===== src/sv/blm_pkg.sv =====
package blm_pkg;

	// fraction bits of the fixed point format
	localparam int FRAC_BITS = 32;
	// golden section fraction 0.3819660 in 32 fraction bits
	localparam logic [31:0] GOLD_Q = 32'd1640531478;

	// configuration register indexes
	localparam int CFG_IDX_W = 3;
	localparam logic [CFG_IDX_W-1:0] CFG_LOW      = 3'd0;
	localparam logic [CFG_IDX_W-1:0] CFG_MID      = 3'd1;
	localparam logic [CFG_IDX_W-1:0] CFG_HIGH     = 3'd2;
	localparam logic [CFG_IDX_W-1:0] CFG_REL_TOL  = 3'd3;
	localparam logic [CFG_IDX_W-1:0] CFG_MAX_ITER = 3'd4;

	// input commands and result kinds
	localparam logic CMD_START = 1'b0;
	localparam logic CMD_VALUE = 1'b1;
	localparam logic KIND_EVAL = 1'b0;
	localparam logic KIND_DONE = 1'b1;

	// search phase
	localparam logic [1:0] PH_IDLE  = 2'd0;
	localparam logic [1:0] PH_FIRST = 2'd1;
	localparam logic [1:0] PH_STEP  = 2'd2;
	localparam logic [1:0] PH_DONE  = 2'd3;

	// sequencer steps, also the datapath command
	localparam int ST_W = 5;
	localparam logic [ST_W-1:0] ST_WAIT   = 5'd0;
	localparam logic [ST_W-1:0] ST_START  = 5'd1;
	localparam logic [ST_W-1:0] ST_OSTART = 5'd2;
	localparam logic [ST_W-1:0] ST_FIRST  = 5'd3;
	localparam logic [ST_W-1:0] ST_TAKE   = 5'd4;
	localparam logic [ST_W-1:0] ST_A0     = 5'd5;
	localparam logic [ST_W-1:0] ST_A1     = 5'd6;
	localparam logic [ST_W-1:0] ST_A2     = 5'd7;
	localparam logic [ST_W-1:0] ST_A3     = 5'd8;
	localparam logic [ST_W-1:0] ST_A4     = 5'd9;
	localparam logic [ST_W-1:0] ST_A5     = 5'd10;
	localparam logic [ST_W-1:0] ST_P0     = 5'd11;
	localparam logic [ST_W-1:0] ST_P1     = 5'd12;
	localparam logic [ST_W-1:0] ST_P2     = 5'd13;
	localparam logic [ST_W-1:0] ST_P3     = 5'd14;
	localparam logic [ST_W-1:0] ST_P4     = 5'd15;
	localparam logic [ST_W-1:0] ST_P5     = 5'd16;
	localparam logic [ST_W-1:0] ST_P6     = 5'd17;
	localparam logic [ST_W-1:0] ST_P7     = 5'd18;
	localparam logic [ST_W-1:0] ST_P8     = 5'd19;
	localparam logic [ST_W-1:0] ST_P9     = 5'd20;
	localparam logic [ST_W-1:0] ST_P10    = 5'd21;
	localparam logic [ST_W-1:0] ST_P11    = 5'd22;
	localparam logic [ST_W-1:0] ST_P12    = 5'd23;
	localparam logic [ST_W-1:0] ST_DIV    = 5'd24;
	localparam logic [ST_W-1:0] ST_D1     = 5'd25;
	localparam logic [ST_W-1:0] ST_D2     = 5'd26;
	localparam logic [ST_W-1:0] ST_G0     = 5'd27;
	localparam logic [ST_W-1:0] ST_G1     = 5'd28;
	localparam logic [ST_W-1:0] ST_F0     = 5'd29;
	localparam logic [ST_W-1:0] ST_OSTEP  = 5'd30;
	localparam logic [ST_W-1:0] ST_OFIN   = 5'd31;

	typedef struct packed {
		logic [ST_W-1:0] st;
		logic            in_load;
		logic            mul_go;
		logic            div_go;
		logic            out_load;
	} cmd_t;

	typedef struct packed {
		logic mul_done;
		logic div_done;
		logic at_limit;
		logic tol_met;
		logic use_para;
		logic reject;
	} status_t;

endpackage


===== src/sv/blm_ctrl.sv =====
module blm_ctrl (
	input  logic             clk,
	input  logic             arst_n,
	input  logic             in_valid,
	input  logic             in_command,
	output logic             in_ready,
	input  logic             out_ready,
	output logic             out_valid,
	output blm_pkg::cmd_t    cmd,
	input  blm_pkg::status_t sts
);
	logic [blm_pkg::ST_W-1:0] st_q, st_nx;
	logic [1:0]               phase_q;
	logic                     busy_q, accept, out_free, is_mul;

	assign in_ready = (st_q == blm_pkg::ST_WAIT);
	assign accept   = in_valid && in_ready;
	assign out_free = !out_valid || out_ready;

	always_comb begin
		case (st_q)
			blm_pkg::ST_A1, blm_pkg::ST_P0, blm_pkg::ST_P1, blm_pkg::ST_P2, blm_pkg::ST_P3,
			blm_pkg::ST_P7, blm_pkg::ST_P9, blm_pkg::ST_P11, blm_pkg::ST_G1: is_mul = 1'b1;
			default: is_mul = 1'b0;
		endcase
	end

	// commands to the datapath
	always_comb begin
		cmd.st       = st_q;
		cmd.in_load  = accept;
		cmd.mul_go   = is_mul && !busy_q;
		cmd.div_go   = (st_q == blm_pkg::ST_DIV) && !busy_q;
		cmd.out_load = out_free && (st_q == blm_pkg::ST_OSTART ||
			st_q == blm_pkg::ST_OSTEP || st_q == blm_pkg::ST_OFIN);
	end

	// next step
	always_comb begin
		st_nx = st_q;
		case (st_q)
			blm_pkg::ST_WAIT: begin
				if (accept) begin
					if (in_command == blm_pkg::CMD_START) st_nx = blm_pkg::ST_START;
					else if (phase_q == blm_pkg::PH_FIRST) st_nx = blm_pkg::ST_FIRST;
					else if (phase_q == blm_pkg::PH_STEP) st_nx = blm_pkg::ST_TAKE;
				end
			end
			blm_pkg::ST_START: st_nx = blm_pkg::ST_OSTART;
			blm_pkg::ST_FIRST, blm_pkg::ST_TAKE: st_nx = blm_pkg::ST_A0;
			blm_pkg::ST_A0: st_nx = sts.at_limit ? blm_pkg::ST_OFIN : blm_pkg::ST_A1;
			blm_pkg::ST_A1: if (sts.mul_done) st_nx = blm_pkg::ST_A2;
			blm_pkg::ST_A2: st_nx = blm_pkg::ST_A3;
			blm_pkg::ST_A3: st_nx = blm_pkg::ST_A4;
			blm_pkg::ST_A4: st_nx = sts.tol_met ? blm_pkg::ST_OFIN : blm_pkg::ST_A5;
			blm_pkg::ST_A5: st_nx = sts.use_para ? blm_pkg::ST_P0 : blm_pkg::ST_G0;
			blm_pkg::ST_P0: if (sts.mul_done) st_nx = blm_pkg::ST_P1;
			blm_pkg::ST_P1: if (sts.mul_done) st_nx = blm_pkg::ST_P2;
			blm_pkg::ST_P2: if (sts.mul_done) st_nx = blm_pkg::ST_P3;
			blm_pkg::ST_P3: if (sts.mul_done) st_nx = blm_pkg::ST_P4;
			blm_pkg::ST_P4: st_nx = blm_pkg::ST_P5;
			blm_pkg::ST_P5: st_nx = blm_pkg::ST_P6;
			blm_pkg::ST_P6: st_nx = blm_pkg::ST_P7;
			blm_pkg::ST_P7: if (sts.mul_done) st_nx = blm_pkg::ST_P8;
			blm_pkg::ST_P8: st_nx = blm_pkg::ST_P9;
			blm_pkg::ST_P9: if (sts.mul_done) st_nx = blm_pkg::ST_P10;
			blm_pkg::ST_P10: st_nx = blm_pkg::ST_P11;
			blm_pkg::ST_P11: if (sts.mul_done) st_nx = blm_pkg::ST_P12;
			blm_pkg::ST_P12: st_nx = sts.reject ? blm_pkg::ST_G0 : blm_pkg::ST_DIV;
			blm_pkg::ST_DIV: if (sts.div_done) st_nx = blm_pkg::ST_D1;
			blm_pkg::ST_D1: st_nx = blm_pkg::ST_D2;
			blm_pkg::ST_D2: st_nx = blm_pkg::ST_F0;
			blm_pkg::ST_G0: st_nx = blm_pkg::ST_G1;
			blm_pkg::ST_G1: if (sts.mul_done) st_nx = blm_pkg::ST_F0;
			blm_pkg::ST_F0: st_nx = blm_pkg::ST_OSTEP;
			blm_pkg::ST_OSTART, blm_pkg::ST_OSTEP, blm_pkg::ST_OFIN:
				if (out_free) st_nx = blm_pkg::ST_WAIT;
			default: st_nx = blm_pkg::ST_WAIT;
		endcase
	end

	// state, phase, unit busy flag and result valid
	always_ff @(posedge clk or negedge arst_n) begin
		if (!arst_n) begin
			st_q      <= blm_pkg::ST_WAIT;
			phase_q   <= blm_pkg::PH_IDLE;
			busy_q    <= 1'b0;
			out_valid <= 1'b0;
		end else begin
			st_q <= st_nx;
			if (cmd.mul_go || cmd.div_go) busy_q <= 1'b1;
			else if (sts.mul_done || sts.div_done) busy_q <= 1'b0;
			if (cmd.out_load) begin
				out_valid <= 1'b1;
				case (st_q)
					blm_pkg::ST_OSTART: phase_q <= blm_pkg::PH_FIRST;
					blm_pkg::ST_OSTEP:  phase_q <= blm_pkg::PH_STEP;
					default:            phase_q <= blm_pkg::PH_DONE;
				endcase
			end else if (out_ready) begin
				out_valid <= 1'b0;
			end
		end
	end

	// a unit finishes only while one was started
	a_done_busy: assert property (@(posedge clk) disable iff (!arst_n)
		(sts.mul_done || sts.div_done) |-> busy_q)
		else $error("unit done without a running operation");

	// no new request while a step is in progress
	a_ready_idle: assert property (@(posedge clk) disable iff (!arst_n)
		(cmd.mul_go || cmd.div_go || cmd.out_load) |-> !in_ready)
		else $error("input ready during a step");

	// a result is never overwritten before it is taken
	a_no_overwrite: assert property (@(posedge clk) disable iff (!arst_n)
		(out_valid && !out_ready) |=> out_valid)
		else $error("pending result lost");

	// a unit start is followed by waiting, not a second start
	a_single_go: assert property (@(posedge clk) disable iff (!arst_n)
		(cmd.mul_go || cmd.div_go) |=> !(cmd.mul_go || cmd.div_go))
		else $error("unit started twice");
endmodule


===== config.mk =====
export PLATFORM = sky130hd
export DESIGN_NAME = blm_ctrl
export DESIGN_NICKNAME = d
export VERILOG_FILES = /design/src/sv/blm_pkg.sv /design/src/sv/blm_ctrl.sv
export SDC_FILE = /design/constraint.sdc
export NUM_CORES = 1
export LEC_CHECK = 0
export ABC_AREA = 1
export BUFFER_PORTS_ARGS = -buffer_cell sky130_fd_sc_hd__buf_2
export CAP_MARGIN = 40
export CORE_ASPECT_RATIO = 0.8
export CORE_MARGIN = 5
export CORE_UTILIZATION = 55
export CTS_CLUSTER_DIAMETER = 60
export CTS_CLUSTER_SIZE = 8
export DETAILED_ROUTE_END_ITERATION = 7
export HOLD_SLACK_MARGIN = 0.06
export PLACE_DENSITY = 0.77
export REMOVE_ABC_BUFFERS = 1
export SETUP_SLACK_MARGIN = 0.1
export SLEW_MARGIN = 20
export SYNTH_ARGS = -nofsm -noshare
export SYNTH_HDL_FRONTEND = slang
export SYNTH_SLANG_ARGS = --single-unit

===== constraint.sdc =====
create_clock -name clk -period 2.4 [get_ports clk]
set_clock_uncertainty 0.05 [all_clocks]
set_input_delay 0.48 -clock clk [delete_from_list [all_inputs] [get_ports clk]]
set_output_delay 0.48 -clock clk [all_outputs]
set_load 0.01 [all_outputs]

==> results.tsv, run 1 <==
stage	metric	value	unit
outcome	outcome	completed	
yosys	synth-edff-count	0	
worst_setup_path	cpMostUsedCell	nand2_1	
yosys	synth_area_per_cell	5.55	sq um
grt	grt_max_degree	19	
yosys	synth_seq_area_share	20.9	%
route	drc	0	
grt	antenna_found_initial	0	
cells_and_area	multi_input_area	692	sq um
die	initial_utilization	57.4	%
cells_and_area	seq_area	230	sq um
worst_setup_path	crit_path_top_delay_cell	dfrtp_2	
route	firstDrtPassIters	5	
yosys	yosysMostFrequentCell	nand2_1	
yosys	synth_commonest_cells	66 x nand2_1, 27 x nand3_1, 24 x nor2_1	
die	core	1870	sq um
yosys	synth_area_leaders	nand2_1 23%, dfrtp_1 21%, nand3_1 13%, nor2_1 8.4%, inv_1 8.0%	
power	powerDensity	1340	nW/um^2
worst_setup_path	cp.required	1870	ps
worst_setup_path	crit_fanout	10	
route	wl_met2	1380	um
clocking	ctsHtreeMaxLevel	1	
place	place_hpwl	2350	um
sta	finalCriticalPeriod	2110	ps
yosys	synth_top_area_share	23.0	%
power	vdd_ir_drop_max	0.798	mV
grt	grt_pass1_wl	5020	um
route	drt_iter0_drc	114	
route	ant_nets	0	
clocking	insertion_delay	270	ps
place	routabilityCongestion	0.958	
yosys	yosysUniqueCellTypes	25	
worst_hold_path	holdPathStages	4	
die	die_y	49.6	um
route	wire_per_inst	12.9	um
route	drt-met1-wl	1340	um
worst_setup_path	cp_cell_sequence	inv_2, nor2_4, nand3_2, nand2_1, nand2_1, inv_1, buf_2	
sta	tns	0	ps
sta	fin_ws	294	ps
sta	finalHoldViolCount	0	
power	p_leak	0.753	nW
sta	setup_viol	0	
die	io-pin-count	22	
sta	fin_crit_sh	87.8	%
cells_and_area	fill_cells	193	
clocking	cts-root-buf	clkbuf_4	
yosys	ys_ff_latch	9	
flow_run	maxCapViolations	0	
cells_and_area	nets	227	
yosys	async_flop_share	100	%
yosys	synthCells	194	
worst_setup_path	endpoint_kind	primary output	
die	fp.dieW	59.5	um
sta	worst_pin_slew	445	ps
worst_setup_path	worstRegToRegCells	9	
die	row_count	14	
worst_hold_path	holdCritPathClass	in2reg	
sta	max_slew_margin	70.3	%
clocking	numCtsBuffers	3	
worst_hold_path	hold_start	sts[5]	
clocking	clk_path_buf_depth	2	
sta	clock.fmax	475	MHz
grt	grt_pass1_vias	1089	
worst_setup_path	crit_type	reg2out	
worst_setup_path	cp.arrival	1580	ps
worst_setup_path	start_kind	flip-flop	
cells_and_area	antenna_cells	0	
route	top_layer	met4	
yosys	synth_area_leader_cell	nand2_1	
clocking	cts_tree	yes	
cells_and_area	areaGrowthSynthToFinish	13.4	%
clocking	cts.sinks	9	
route	wl_met3	338	um
grt	grt_use_total	22.3	%
worst_hold_path	min_to	busy_q	
grt	globalRouteOverflowTotal	0	
sta	rsz0062_at_grt	false	
route	num_vias	1308	
worst_setup_path	r2r-start	st_q[4]	
yosys	yosysWarnings	0	
route	wl	3070	um
worst_setup_path	reg2reg_to	st_q[1]	
yosys	syn_area	1080	sq um
cells_and_area	drive_gt1_share	21.5	%
place	place_ws	447	ps
clocking	clk_pin_slew_worst_paths	70	ps
worst_setup_path	crit_path_max_incr_delay	490	ps
place	portBuffers	21	
yosys	synth_flop_cell	dfrtp_1	
sta	slew_violations	0	
worst_setup_path	reg2reg_slack	650	ps
die	die_area	2950	sq um
route	via_per_inst	5.50	
## layer usage
| layer | track usage, % | up-vias |
|---|---|---|
| met5 | 0 | - |
| met4 | 6.42 | 0 |
| met3 | 4.96 | 2 |
| met2 | 29.5 | 78 |
| met1 | 34.8 | 572 |
| li1 | - | 656 |
## worst max path at each step
| stage | to | startpoint | slack, ps | cells past startpoint |
|---|---|---|---|---|
| after floorplan | cmd[2] | st_q[4] | 610 | 5 |
| after global placement | cmd[0] | st_q[2] | 480 | 6 |
| after detailed placement | cmd[0] | st_q[2] | 450 | 6 |
| after CTS | cmd[0] | st_q[2] | 140 | 6 |
| after global routing | cmd[2] | st_q[4] | 120 | 6 |
| final | cmd[0] | st_q[1] | 290 | 7 |
## repair_timing
action,4_1_cts,5_1_grt
buffers inserted,0,1
gates resized for setup,0,7
setup endpoints to repair,0,4
hold buffers,1,0
hold endpoints to repair,9,0
## stage by stage
step / utilization (%) / instances / total power (W) / hold slack, ps / instance area (sq um)
global placement: 62.1 / 232 / 0.00143 / 288 / 1160
finish: 65.1 / 238 / 0.00163 / 433 / 1220
CTS: 64.0 / 237 / 0.00157 / 429 / 1200
detailed placement: 62.1 / 232 / 0.00144 / 296 / 1160
floorplan: - / 186 / 0.00113 / 134 / 1020
global route: 65.1 / 238 / 0.00179 / 444 / 1220
## critical path: cells and delay by family (launching register included)
family | cells | cell delay (ps)
AND/OR/NAND/NOR | 4 | 480
flip-flops | 1 | 490
buffers and inverters | 3 | 330
## layout make-up
cell class / count / share of cell area, %
inverter: 29 / 9.13
multi-input combinational: 148 / 56.7
sequential: 9 / 18.9
timing repair buffer: 24 / 10.7
tap: 24 / 2.46
clock buffer: 4 / 2.15
## where the power goes
group	switching [W]	leakage [nW]	total [W]	internal (W)
Clock	0.0000584	0.0150	0.000123	0.0000643
Combinational	0.000717	0.633	0.00110	0.000380
Sequential	0.000177	0.105	0.000411	0.000234
## cell usage in the layout, fill, tap and decap left out
| master | n |
|---|---|
| o21ai_0 | 1 |
| nor3_1 | 3 |
| a21oi_1 | 1 |
| nand2_1 | 66 |
| nor2_1 | 24 |
| o22ai_1 | 1 |
| dfrtp_1 | 5 |
| nor2_4 | 3 |
| o32a_1 | 1 |
| clkbuf_1 | 1 |
| nand4_1 | 6 |
| a21oi_2 | 1 |
| buf_2 | 21 |
| nor2_2 | 3 |
| dlygate4sd3_1 | 1 |
| nand3_2 | 1 |
| inv_1 | 23 |
| clkbuf_4 | 3 |
| nand2_2 | 1 |
| buf_4 | 2 |
| nand3_1 | 27 |
| nand4_2 | 1 |
| inv_2 | 5 |
| ha_1 | 1 |
| a31oi_1 | 2 |
| o21ai_1 | 5 |
| dfrtp_2 | 4 |
| inv_4 | 1 |
## cells by family after synthesis
logic type	synth area share [%]
DFF	20.9
AOI/OAI and AO/OA	6.74
adders and majority gates	1.16
and+or+nand+nor	55.9
buffers and inverters	15.2
## sequential cells by signal, indices dropped and copies added (netlist names)
| signal | count |
|---|---|
| out_valid | 1 |
| phase_q | 2 |
| busy_q | 1 |
| st_q | 5 |
(Power assumes the default switching activity.)
==> run 2: changes to the inputs <==
CTS_CLUSTER_SIZE = 30   (was 8)
RECOVER_POWER = 50   (was not set)
==> results.tsv, run 2 (synthesis results as in run 1) <==
stage	metric	value	unit	change
clocking	insertion_delay	270	ps	about the same
die	initial_utilization	57.4	%	unchanged
cells_and_area	reg_top3	st_q (5), phase_q (2)		unchanged
grt	grt_max_degree	19		unchanged
clocking	ctsHtreeMaxLevel	1		unchanged
sta	slew_violations	0		unchanged
clocking	clk_path_buf_depth	2		unchanged
clocking	numCtsBuffers	3		unchanged
clocking	clk_pin_slew_worst_paths	70	ps	about the same
place	place_hpwl	2350	um	unchanged
die	io-pin-count	22		unchanged
place	routabilityCongestion	0.958		unchanged
cells_and_area	fill_cells	193		unchanged
route	wl	3080	um	was 3070 um
grt	grt_pass1_vias	1089		unchanged
place	dpl_cell_area	1160	sq um	unchanged
route	ant_nets	0		unchanged
cells_and_area	layout_common_cells	66 x nand2_1, 27 x nand3_1, 24 x nor2_1, 23 x inv_1, 18 x buf_2		was 66 x nand2_1, 27 x nand3_1, 24 x nor2_1, 23 x inv_1, 21 x buf_2
route	via_per_inst	5.52		was 5.50
worst_setup_path	start_kind	flip-flop		unchanged
sta	worst_pin_slew	539	ps	was 445 ps
die	core	1870	sq um	unchanged
clocking	cts-root-buf	clkbuf_4		unchanged
place	place_ws	447	ps	unchanged
clocking	cts_tree	yes		unchanged
route	drc	0		unchanged
cells_and_area	largest_reg_flops	5		unchanged
die	fp.dieW	59.5	um	unchanged
cells_and_area	areaGrowthSynthToFinish	12.9	%	was 13.4%
route	drt_iter0_drc	119		was 114
flow_run	maxCapViolations	0		unchanged
sta	rsz0062_at_grt	false		unchanged
worst_setup_path	crit_fanout	8		was 10
grt	grt_use_total	22.3	%	unchanged
sta	finalHoldViolCount	0		unchanged
sta	fin_crit_sh	89.9	%	was 87.8%
die	row_count	14		unchanged
cells_and_area	fin_area	1210	sq um	was 1220 sq um
cells_and_area	multi_input_area	692	sq um	unchanged
sta	max_slew_margin	64.1	%	was 70.3%
worst_setup_path	cp.required	1870	ps	about the same
cells_and_area	regMostFlops	st_q		unchanged
worst_setup_path	endpoint_kind	primary output		unchanged
sta	fin_ws	242	ps	was 294 ps
route	wire_per_inst	13.0	um	was 12.9 um
worst_setup_path	crit_type	reg2out		unchanged
die	die_area	2950	sq um	unchanged
cells_and_area	final_core_util	64.8	%	was 65.1%
cells_and_area	seq_area	229	sq um	was 230 sq um
route	firstDrtPassIters	4		was 5
cells_and_area	antenna_cells	0		unchanged
sta	clock.fmax	463	MHz	was 475 MHz
grt	grt_pass1_wl	5020	um	unchanged
power	powerDensity	1340	nW/um^2	about the same
grt	globalRouteOverflowTotal	0		unchanged
die	die_y	49.6	um	unchanged
sta	finalCriticalPeriod	2160	ps	was 2110 ps
place	portBuffers	21		unchanged
route	num_vias	1313		was 1308
cells_and_area	final_common_cell	nand2_1		unchanged
sta	setup_viol	0		unchanged
cells_and_area	drive_gt1_share	19.6	%	was 21.5%
outcome	outcome	completed		unchanged
grt	antenna_found_initial	0		unchanged
worst_hold_path	holdCritPathClass	in2reg		unchanged
clocking	cts.sinks	9		unchanged
worst_setup_path	reg2reg_slack	640	ps	was 650 ps
power	p_leak	0.744	nW	was 0.753 nW
cells_and_area	nets	227		unchanged
sta	tns	0	ps	unchanged
power	vdd_ir_drop_max	0.797	mV	was 0.798 mV
worst_setup_path	cp.arrival	1630	ps	was 1580 ps
-- run 2: worst max-delay path, cell delays in order, from the launching register on --
cell     delay [ps]
dfrtp_1         560
nand2_1         120
inv_1           160
o21ai_1         100
nand2_1          90
nand2_1          60
nor2_1          110
buf_2           150
-- run 2: timing repair --
item / CTS / global route
endpoints found under the hold margin: 9 / 0
setup endpoints to repair: 0 / 4
buffers inserted: 0 / 1
resized for setup: 0 / 7
hold buffers: 1 / 0
-- run 2: cell type report --
cell class,count,share of cell area (%)
multi-input combinational,148,57.0
tap,24,2.47
sequential,9,18.8
timing repair buffer,24,10.4
inverter,29,9.17
clock buffer,4,2.16
-- run 2: path summary, 6_finish.rpt --
check	startpoint	depth (start not counted)	endpoint
max reg2reg	st_q[4]	9	st_q[1]
min	sts[5]	4	busy_q
max in group asynchronous	arst_n	2	st_q[2]
max	st_q[0]	7	cmd[2]
min in group asynchronous	arst_n	2	st_q[4]
min reg2reg	phase_q[1]	2	phase_q[1]
-- run 2: report_power, final --
part           internal, W  total, W  switching [W]
clock network    0.0000645  0.000125      0.0000608
registers         0.000232  0.000409       0.000177
logic             0.000375   0.00109       0.000714
total             0.000671   0.00162       0.000953
-- run 2: routing by layer --
layer	GRT usage (%)	routed length, um
met1	34.8	1350
met2	29.5	1360
met3	4.96	340
met4	6.42	31
met5	0	0
-- run 2: stage by stage --
step | total power, W | std cells | hold slack [ps]
finish | 0.00162 | 238 | 427
global route | 0.00179 | 238 | 444
CTS | 0.00157 | 237 | 429
detailed placement | 0.00144 | 232 | 296
global placement | 0.00143 | 232 | 288
floorplan | 0.00113 | 186 | 134
==> run 3: changes to the inputs <==
CORE_UTILIZATION = 58   (was 55)
PLACE_DENSITY = 0.81   (was 0.77)
==> results.tsv, run 3 (synthesis results as in run 1) <==
stage	metric	value	unit	change
route	drt_iter0_drc	94		was 119
power	swShare	59.1	%	was 58.7%
outcome	outcome	completed		unchanged
grt	globalRouteOverflowTotal	0		unchanged
cells_and_area	antenna_cells	0		unchanged
clocking	cts_tree	yes		unchanged
worst_setup_path	cp.arrival	1620	ps	was 1630 ps
clocking	cts.sinks	9		unchanged
worst_setup_path	crit_path_top_delay_cell	dfrtp_2		was dfrtp_1
worst_setup_path	cp_cell_sequence	inv_2, nor2_4, nand3_2, nand2_1, nand2_1, inv_1, buf_2		was nand2_1, inv_1, o21ai_1, nand2_1, nand2_1, nor2_1, buf_2
sta	hold_slack	421	ps	was 427 ps
route	via_per_inst	5.53		was 5.52
die	row_count	14		unchanged
worst_setup_path	cp.required	1870	ps	about the same
cells_and_area	drive_gt1_share	19.6	%	unchanged
place	routabilityCongestion	0.907		was 0.958
route	wire_per_inst	13.1	um	was 13.0 um
clocking	ctsHtreeMaxLevel	1		unchanged
cells_and_area	fin_area	1210	sq um	about the same
grt	antenna_found_initial	0		unchanged
power	pwr-share-clk	7.4	%	was 7.7%
die	die_area	2820	sq um	was 2950 sq um
clocking	clk_pin_slew_worst_paths	60	ps	was 70 ps
die	die_y	48.5	um	was 49.6 um
worst_setup_path	start_kind	flip-flop		unchanged
cells_and_area	largest_reg_flops	5		unchanged
power	switchingPower	0.000968	W	was 0.000953 W
worst_hold_path	holdCritPathClass	in2reg		unchanged
power	finalPower	0.00164	W	was 0.00162 W
die	io-pin-count	22		unchanged
sta	finalHoldViolCount	0		unchanged
sta	clock.fmax	464	MHz	was 463 MHz
power	p_int	0.000671	W	about the same
worst_setup_path	crit_type	reg2out		unchanged
grt	grt_pass1_wl	5370	um	was 5020 um
grt	grt_pass1_vias	1142		was 1089
cells_and_area	regMostFlops	st_q		unchanged
sta	slew_violations	0		unchanged
cells_and_area	final_common_cell	nand2_1		unchanged
power	pwr-share-comb	70.1	%	was 67.1%
clocking	cts-root-buf	clkbuf_4		unchanged
power	p_leak	0.743	nW	was 0.744 nW
route	ant_nets	0		unchanged
die	fp.dieW	58.2	um	was 59.5 um
worst_setup_path	crit_path_max_incr_delay	490	ps	was 560 ps
route	num_vias	1317		was 1313
sta	rsz0062_at_grt	false		unchanged
power	vdd_ir_drop_max	0.806	mV	was 0.797 mV
worst_setup_path	cpMostUsedCell	nand2_1		unchanged
cells_and_area	reg_top3	st_q (5), phase_q (2)		unchanged
sta	worst_pin_slew	508	ps	was 539 ps
place	portBuffers	21		unchanged
sta	max_slew_margin	66.1	%	was 64.1%
worst_setup_path	endpoint_kind	primary output		unchanged
cells_and_area	layout_common_cells	66 x nand2_1, 27 x nand3_1, 24 x nor2_1, 23 x inv_1, 18 x buf_2		unchanged
die	core	1820	sq um	was 1870 sq um
place	place_hpwl	2460	um	was 2350 um
sta	tns	0	ps	unchanged
grt	grt_max_degree	20		was 19
die	initial_utilization	59.1	%	was 57.4%
route	drc	0		unchanged
sta	finalCriticalPeriod	2150	ps	was 2160 ps
clocking	insertion_delay	270	ps	about the same
worst_setup_path	crit_fanout	10		was 8
cells_and_area	final_core_util	66.6	%	was 64.8%
route	firstDrtPassIters	4		unchanged
worst_setup_path	reg2reg_slack	640	ps	about the same
cells_and_area	areaGrowthSynthToFinish	12.7	%	was 12.9%
cells_and_area	nets	227		unchanged
power	powerDensity	1350	nW/um^2	was 1340 nW/um^2
worst_setup_path	cp_num_buf_inv	3		was 2
grt	grt_use_total	24.3	%	was 22.3%
sta	setup_viol	0		unchanged
clocking	clk_path_buf_depth	2		unchanged
power	p_seq_share	22.5	%	was 25.2%
worst_setup_path	cpLargestDelayFamily	simple AND/OR/NAND/NOR gates		was flip-flops
sta	fin_crit_sh	89.8	%	was 89.9%
clocking	numCtsBuffers	3		unchanged
route	wl	3130	um	was 3080 um
place	dpl_cell_area	1170	sq um	was 1160 sq um
flow_run	maxCapViolations	0		unchanged
## run 3: cell counts in the layout (fill, tap and decap cells not counted)
No cell type changed its count.
## run 3: final timing paths
kind,start,endpoint,depth (start not counted)
hold / removal,sts[5],busy_q,4
setup reg to reg,st_q[2],st_q[3],11
max in group asynchronous,arst_n,st_q[0],2
min in group asynchronous,arst_n,st_q[4],2
setup / recovery,st_q[1],cmd[0],7
hold reg to reg,phase_q[1],phase_q[1],2
## run 3: worst reg2reg max path: cells and delay by family, from the launching register on
kind                   cells  cell delay, ps
AO/OA/AOI/OAI              1             110
buffers and inverters      3             410
flip-flops                 1             480
AND/OR/NAND/NOR            7             590
## run 3: power groups by stage
stage          Clock, W  Sequential (W)  Combinational [W]
2_1_floorplan         0        0.000394           0.000731
3_3_place_gp          0        0.000349            0.00110
3_5_place_dp          0        0.000355            0.00113
4_1_cts        0.000120        0.000352            0.00113
5_1_grt        0.000132        0.000380            0.00129
6_report       0.000122        0.000369            0.00115
## run 3: metal layers
metal  wire (um)  part of all wire [%]  up-vias  track usage (%)
met1        1400                    45      578             36.1
met4          39                   1.2        0             4.25
met3         382                    12        6             6.38
li1            -                     -      653                -
met5           0                     0        -                0
met2        1310                    42       80             35.2
## run 3: final cells by class
class / count / area, sq um
Clock buffer: 4 / 26.3
Fill cell: 181 / 609
Inverter: 29 / 109
Multi-Input combinational cell: 148 / 692
Sequential cell: 9 / 229
Tap cell: 24 / 30.0
Timing Repair Buffer: 24 / 126
## run 3: per-stage QoR
stage	setup slack, ps	cells
floorplan	613	186
global placement	521	233
detailed placement	447	233
CTS	150	238
global route	125	238
finish	246	238
## run 3: repair_timing
action                                  in CTS  in global routing
endpoints found under the setup margin       0                  4
hold buffers                                 1                  0
resized for setup                            0                  4
buffers inserted                             0                  0
hold endpoints to repair                     9                  0
